## src/rtl/core/chol_pkg.sv

```systemverilog
// ----------------------------------------------------------------------------
// Cholesky factorization package
// Shared constants and types for the factorization core and its arithmetic unit.
// ----------------------------------------------------------------------------
package chol_pkg;

    localparam int DEF_MAX_ORDER     = 8;
    localparam int DEF_FRACTION_BITS = 16;

    localparam int SIZE_W  = 4;
    localparam int THR_W   = 16;
    localparam int CFG_W   = 16;
    localparam int CIDX_W  = 2;
    localparam int DATA_W  = 32;
    localparam int ACC_W   = 64;

    localparam logic [CIDX_W-1:0] REG_MATRIX_SIZE     = 2'd0;
    localparam logic [CIDX_W-1:0] REG_PIVOT_THRESHOLD = 2'd1;

    typedef enum logic {
        OP_SQRT,
        OP_DIV
    } unit_op_t;

    typedef struct packed {
        logic     start;
        unit_op_t op;
    } unit_req_t;

    typedef struct packed {
        logic                     done;
        logic signed [DATA_W-1:0] value;
    } unit_resp_t;

endpackage

```

## src/rtl/core/chol_unit.sv

```systemverilog
// ----------------------------------------------------------------------------
// Cholesky arithmetic unit
// Iterative floor square root and truncating division, one bit per cycle,
// with saturation of the result to the signed 32-bit range.
// ----------------------------------------------------------------------------
module chol_unit (
    input  logic                              clk,
    input  logic                              rst_n,
    input  chol_pkg::unit_req_t               req,
    input  logic signed [chol_pkg::ACC_W-1:0] operand,
    input  logic signed [chol_pkg::DATA_W-1:0] divisor,
    output chol_pkg::unit_resp_t              resp
);
    import chol_pkg::*;

    typedef enum logic [1:0] {
        U_IDLE,
        U_RUN,
        U_FIN
    } ustate_t;

    ustate_t               state_reg;
    unit_op_t              op_reg;
    logic                  neg_reg;
    logic [6:0]            cnt_reg;
    logic [ACC_W-1:0]      val_reg;
    logic [ACC_W-1:0]      quo_reg;
    logic [33:0]           rem_reg;
    logic [DATA_W-1:0]     dv_reg;
    logic                  done_reg;
    logic signed [DATA_W-1:0] value_reg;

    logic [33:0] sq_rem;
    logic [33:0] sq_trial;
    logic [32:0] dv_rem;
    logic [ACC_W-1:0] neg_q;

    assign sq_rem   = {rem_reg[31:0], val_reg[ACC_W-1:ACC_W-2]};
    assign sq_trial = {quo_reg[31:0], 2'b01};
    assign dv_rem   = {rem_reg[31:0], val_reg[ACC_W-1]};
    assign neg_q    = -quo_reg;

    always_ff @(posedge clk or negedge rst_n)
    begin
        if (!rst_n)
        begin
            state_reg <= U_IDLE;
            done_reg  <= 1'b0;
        end
        else
        begin
            done_reg <= 1'b0;
            unique case (state_reg)
                U_IDLE:
                begin
                    if (req.start)
                    begin
                        op_reg  <= req.op;
                        rem_reg <= '0;
                        quo_reg <= '0;
                        dv_reg  <= divisor;
                        neg_reg <= operand[ACC_W-1];
                        if (req.op == OP_SQRT)
                        begin
                            val_reg <= operand;
                            cnt_reg <= 7'd32;
                        end
                        else
                        begin
                            val_reg <= operand[ACC_W-1] ? -operand : operand;
                            cnt_reg <= 7'd64;
                        end
                        state_reg <= U_RUN;
                    end
                end
                U_RUN:
                begin
                    if (op_reg == OP_SQRT)
                    begin
                        val_reg <= val_reg << 2;
                        if (sq_rem >= sq_trial)
                        begin
                            rem_reg <= sq_rem - sq_trial;
                            quo_reg <= {quo_reg[ACC_W-2:0], 1'b1};
                        end
                        else
                        begin
                            rem_reg <= sq_rem;
                            quo_reg <= {quo_reg[ACC_W-2:0], 1'b0};
                        end
                    end
                    else
                    begin
                        val_reg <= val_reg << 1;
                        if (dv_rem >= {1'b0, dv_reg})
                        begin
                            rem_reg <= {1'b0, dv_rem - {1'b0, dv_reg}};
                            quo_reg <= {quo_reg[ACC_W-2:0], 1'b1};
                        end
                        else
                        begin
                            rem_reg <= {1'b0, dv_rem};
                            quo_reg <= {quo_reg[ACC_W-2:0], 1'b0};
                        end
                    end
                    cnt_reg <= cnt_reg - 7'd1;
                    if (cnt_reg == 7'd1)
                    begin
                        state_reg <= U_FIN;
                    end
                end
                U_FIN:
                begin
                    if (op_reg == OP_SQRT)
                    begin
                        value_reg <= quo_reg[31] ? 32'sh7FFF_FFFF : $signed(quo_reg[31:0]);
                    end
                    else if (neg_reg)
                    begin
                        value_reg <= (quo_reg > 64'h0000_0000_8000_0000) ?
                                     32'sh8000_0000 : $signed(neg_q[31:0]);
                    end
                    else
                    begin
                        value_reg <= (quo_reg > 64'h0000_0000_7FFF_FFFF) ?
                                     32'sh7FFF_FFFF : $signed(quo_reg[31:0]);
                    end
                    done_reg  <= 1'b1;
                    state_reg <= U_IDLE;
                end
                default:
                begin
                    state_reg <= U_IDLE;
                end
            endcase
        end
    end

    assign resp.done  = done_reg;
    assign resp.value = value_reg;

endmodule

```

## config.mk

```make
export PLATFORM = sky130hd
export DESIGN_NAME = chol_unit
export DESIGN_NICKNAME = d
export VERILOG_FILES = /design/src/rtl/core/chol_pkg.sv /design/src/rtl/core/chol_unit.sv
export SDC_FILE = /design/constraint.sdc
export NUM_CORES = 1
export LEC_CHECK = 0
export ABC_AREA = 1
export ABC_CLOCK_PERIOD_IN_PS = 11800
export BUFFER_PORTS_ARGS = -buffer_cell sky130_fd_sc_hd__buf_4
export CAP_MARGIN = 20
export CORE_MARGIN = 2
export CORE_UTILIZATION = 46
export DETAILED_ROUTE_END_ITERATION = 16
export GPL_TIMING_DRIVEN = 0
export SKIP_CTS_REPAIR_TIMING = 1
export SLEW_MARGIN = 20
export SYNTH_ARGS = -nofsm -noshare
export SYNTH_HDL_FRONTEND = slang
export SYNTH_SLANG_ARGS = --single-unit
export TNS_END_PERCENT = 10
```

## constraint.sdc

```tcl
create_clock -name clk -period 11.8 [get_ports clk]
set_clock_uncertainty 0.15 [all_clocks]
set_input_delay 1.77 -clock clk [delete_from_list [all_inputs] [get_ports clk]]
set_output_delay 1.77 -clock clk [all_outputs]
set_load 0.01 [all_outputs]
```

==> impl_metrics.tcl <==
set metrics [dict create \
    status "complete, no violations" \
    area_growth_pct 14.68 \
    r2r-start "state_reg[1]" \
    final_common_cell "nand2_1" \
    min_period_over_period_pct 31.49 \
    synth_edf_count 233 \
    max_freq_mhz 269.1 \
    hold_viol_final 0 \
    die_y_um 207.2 \
    synthCells 2795 \
    min_from "state_reg[0]" \
    tns_ns 0 \
    critical_path_required_ns 11.98 \
    insertion_delay_ns 0.58 \
    period_needed_ns 3.716 \
    fin_hold_ws_ns 0.3502 \
    drc 0 \
    cts.sinks 236 \
    finalWirelength_um 62370 \
    ys_seq_elements 236 \
    maxCapViolations 0 \
    avgSynthCellArea_sq_um 6.794 \
    worstPathMaxFanout 6 \
    power.density_nw_per_um2 249.3 \
    rsz0062_at_grt "false" \
    grt_remaining_overflow 0 \
    ios 133 \
    grt_first_pass_wirelength_um 98150 \
    grt_use_total_pct 28.72 \
    max_stage_delay_ns 0.25 \
    synthesis.area_sq_um 18990 \
    crit_top_cell "nand2_1" \
    vias 18950 \
    yosys_warnings 0 \
    synth_seq_area_share_pct 37.24 \
    startpoint "operand[0]" \
    max_slew_margin_pct 37.38 \
    max-vdd-ir-drop_mv 0.1365 \
    fill_cells 4092 \
    worst_slew_pin_slew_ns 0.9393 \
    n_antenna_cell 0 \
    setup_viol 0 \
    slowest_stage "o21ai_0" \
    seq_area_sq_um 7072 \
    async_flop_share_pct 1.271 \
    criticalPathCategory "primary input to flop" \
    drt-vias-per-instance 5.377 \
    dr.pass1.iters 5 \
    dpl.hpwl_um 50480 \
    final_util_pct 53.33 \
    rows 74 \
    numPlacedInstances 3472 \
    final_cells 3524 \
    grt_max_degree 30 \
    grt_pass1_vias 18030 \
    p_leak_uw 0.01021 \
    ant_nets 0 \
    clockBufferDepth 3 \
    syn_nets 2966 \
    die_area_sq_um 42920 \
    start_kind "primary input" \
    drive_gt1_share_pct 8.723 \
    path_cells "buf_4 -> inv_1 -> ha_1 -> inv_1 -> nor3_4 -> nand3_2 -> nor2_2 -> nand2_1 -> nor2_1 -> nand2_1 -> nand2_2 -> nand2_1 -> o21ai_0 -> nand2_1" \
    placement.io_buffers 132 \
    htreeDepth 1 \
    cts_inserted_buffers 28 \
    place_congestion 0.9291 \
    antenna_found_initial 0 \
    start_util_pct 46.51 \
    multi_input_area_sq_um 9789 \
    synth_cell_type_count 42 \
    avgRoutedWirePerCell_um 17.70 \
    ys.flop_type "edfxtp_1" \
    cts-root-buf "clkbuf_16" \
    core-area_sq_um 40830 \
    worstHoldPathType "flop to flop" \
    tritoncts "done" \
    first_iter_violations 1686 \
    cp-end-kind "flop" \
    final_nets 3141 \
    cts.clk_slew.worst_paths_ns 0.06 \
    worstPathArrival_ns 3.90 \
    finalMaxSlewViolations 0 \
    die_w_um 207.2 \
    layout_common_cells "nand2_1, inv_1, nor2_1" \
]
-- per-layer routing --
metal | vias up | track usage [%] | wire (um)
met1 | 8666 | 40.87 | 27840
met4 | 0 | 9.261 | 1963
met2 | 717 | 46.03 | 28020
met5 | - | 0 | 0
li1 | 9454 | - | -
met3 | 110 | 2.774 | 4541
-- logic make-up after synthesis --
group	after synthesis	synth area share, %
xor gates and xnor gates	42	1.937
DFF	236	37.24
adders and majority gates	71	4.718
AOI/OAI and AO/OA	375	10.84
buffers and inverters	553	11.33
and+or+nand+nor	1518	33.93
-- critical path: cells and delay by family --
family / cells / cell delay [ns]
AO/OA/AOI/OAI: 1 / 0.25
buffers and inverters: 3 / 0.31
adder cells (fa/ha/maj): 1 / 0.22
AND/OR/NAND/NOR: 9 / 1.34
-- power by group --
part	internal (uW)	total [uW]	switching, uW
registers	1310	1540	230
clock network	449	808	359
logic	1030	3080	2050
-- path summary, 6_finish.rpt --
kind | to | slack (ns) | cells after the start
setup / recovery | val_reg[40] | 8.08 | 14
hold / removal | done_reg | 0.35 | 1
setup reg to reg | val_reg[15] | 8.14 | 10
hold reg to reg | done_reg | 0.35 | 1
max in group asynchronous | state_reg[0] | 10.58 | 1
min in group asynchronous | state_reg[1] | 0.82 | 1
-- stage by stage --
step / total power, uW / instance area, sq um / setup slack, ns
after floorplan: 3670 / 18990 / 1.014
after global placement: 4552 / 20650 / -3.145
after detailed placement: 4577 / 20940 / 7.525
after CTS: 5399 / 21780 / 8.125
after global routing: 5925 / 21780 / 7.974
final: 5430 / 21780 / 8.084
-- Yosys cell counts (7+ instances only) --
| library cell | number | area [sq um] |
|---|---|---|
| nand3_2 | 9 | 90.09 |
| xnor2_1 | 11 | 96.34 |
| nand3b_1 | 17 | 127.6 |
| nand3_1 | 216 | 1081 |
| o21ai_0 | 153 | 765.7 |
| a21oi_1 | 148 | 740.7 |
| buf_2 | 10 | 50.05 |
| o21bai_1 | 8 | 60.06 |
| buf_1 | 17 | 63.81 |
| nor2_1 | 357 | 1340 |
| or2_2 | 7 | 43.79 |
| o22ai_1 | 14 | 87.58 |
| nand4_1 | 63 | 394.1 |
| a22oi_1 | 27 | 202.7 |
| nor2_2 | 10 | 62.56 |
| nand2_1 | 774 | 2905 |
| edfxtp_1 | 233 | 6997 |
| inv_2 | 8 | 30.03 |
| nand2_2 | 7 | 43.79 |
| xor2_1 | 31 | 271.5 |
| nor3_1 | 40 | 200.2 |
| clkbuf_1 | 44 | 165.2 |
| and2_1 | 7 | 43.79 |
| ha_1 | 70 | 875.8 |
| inv_1 | 462 | 1734 |
-- area by class of cell --
type	count	area share, %
inverters	471	8.118
well taps	532	3.057
clock inverters	14	0.3849
plain buffers	82	1.764
multi-input cells	2006	44.95
flip-flops and latches	236	32.47
repair buffers	145	5.768
clock buffers	38	3.482
Power figures use the tool's default switching activity.
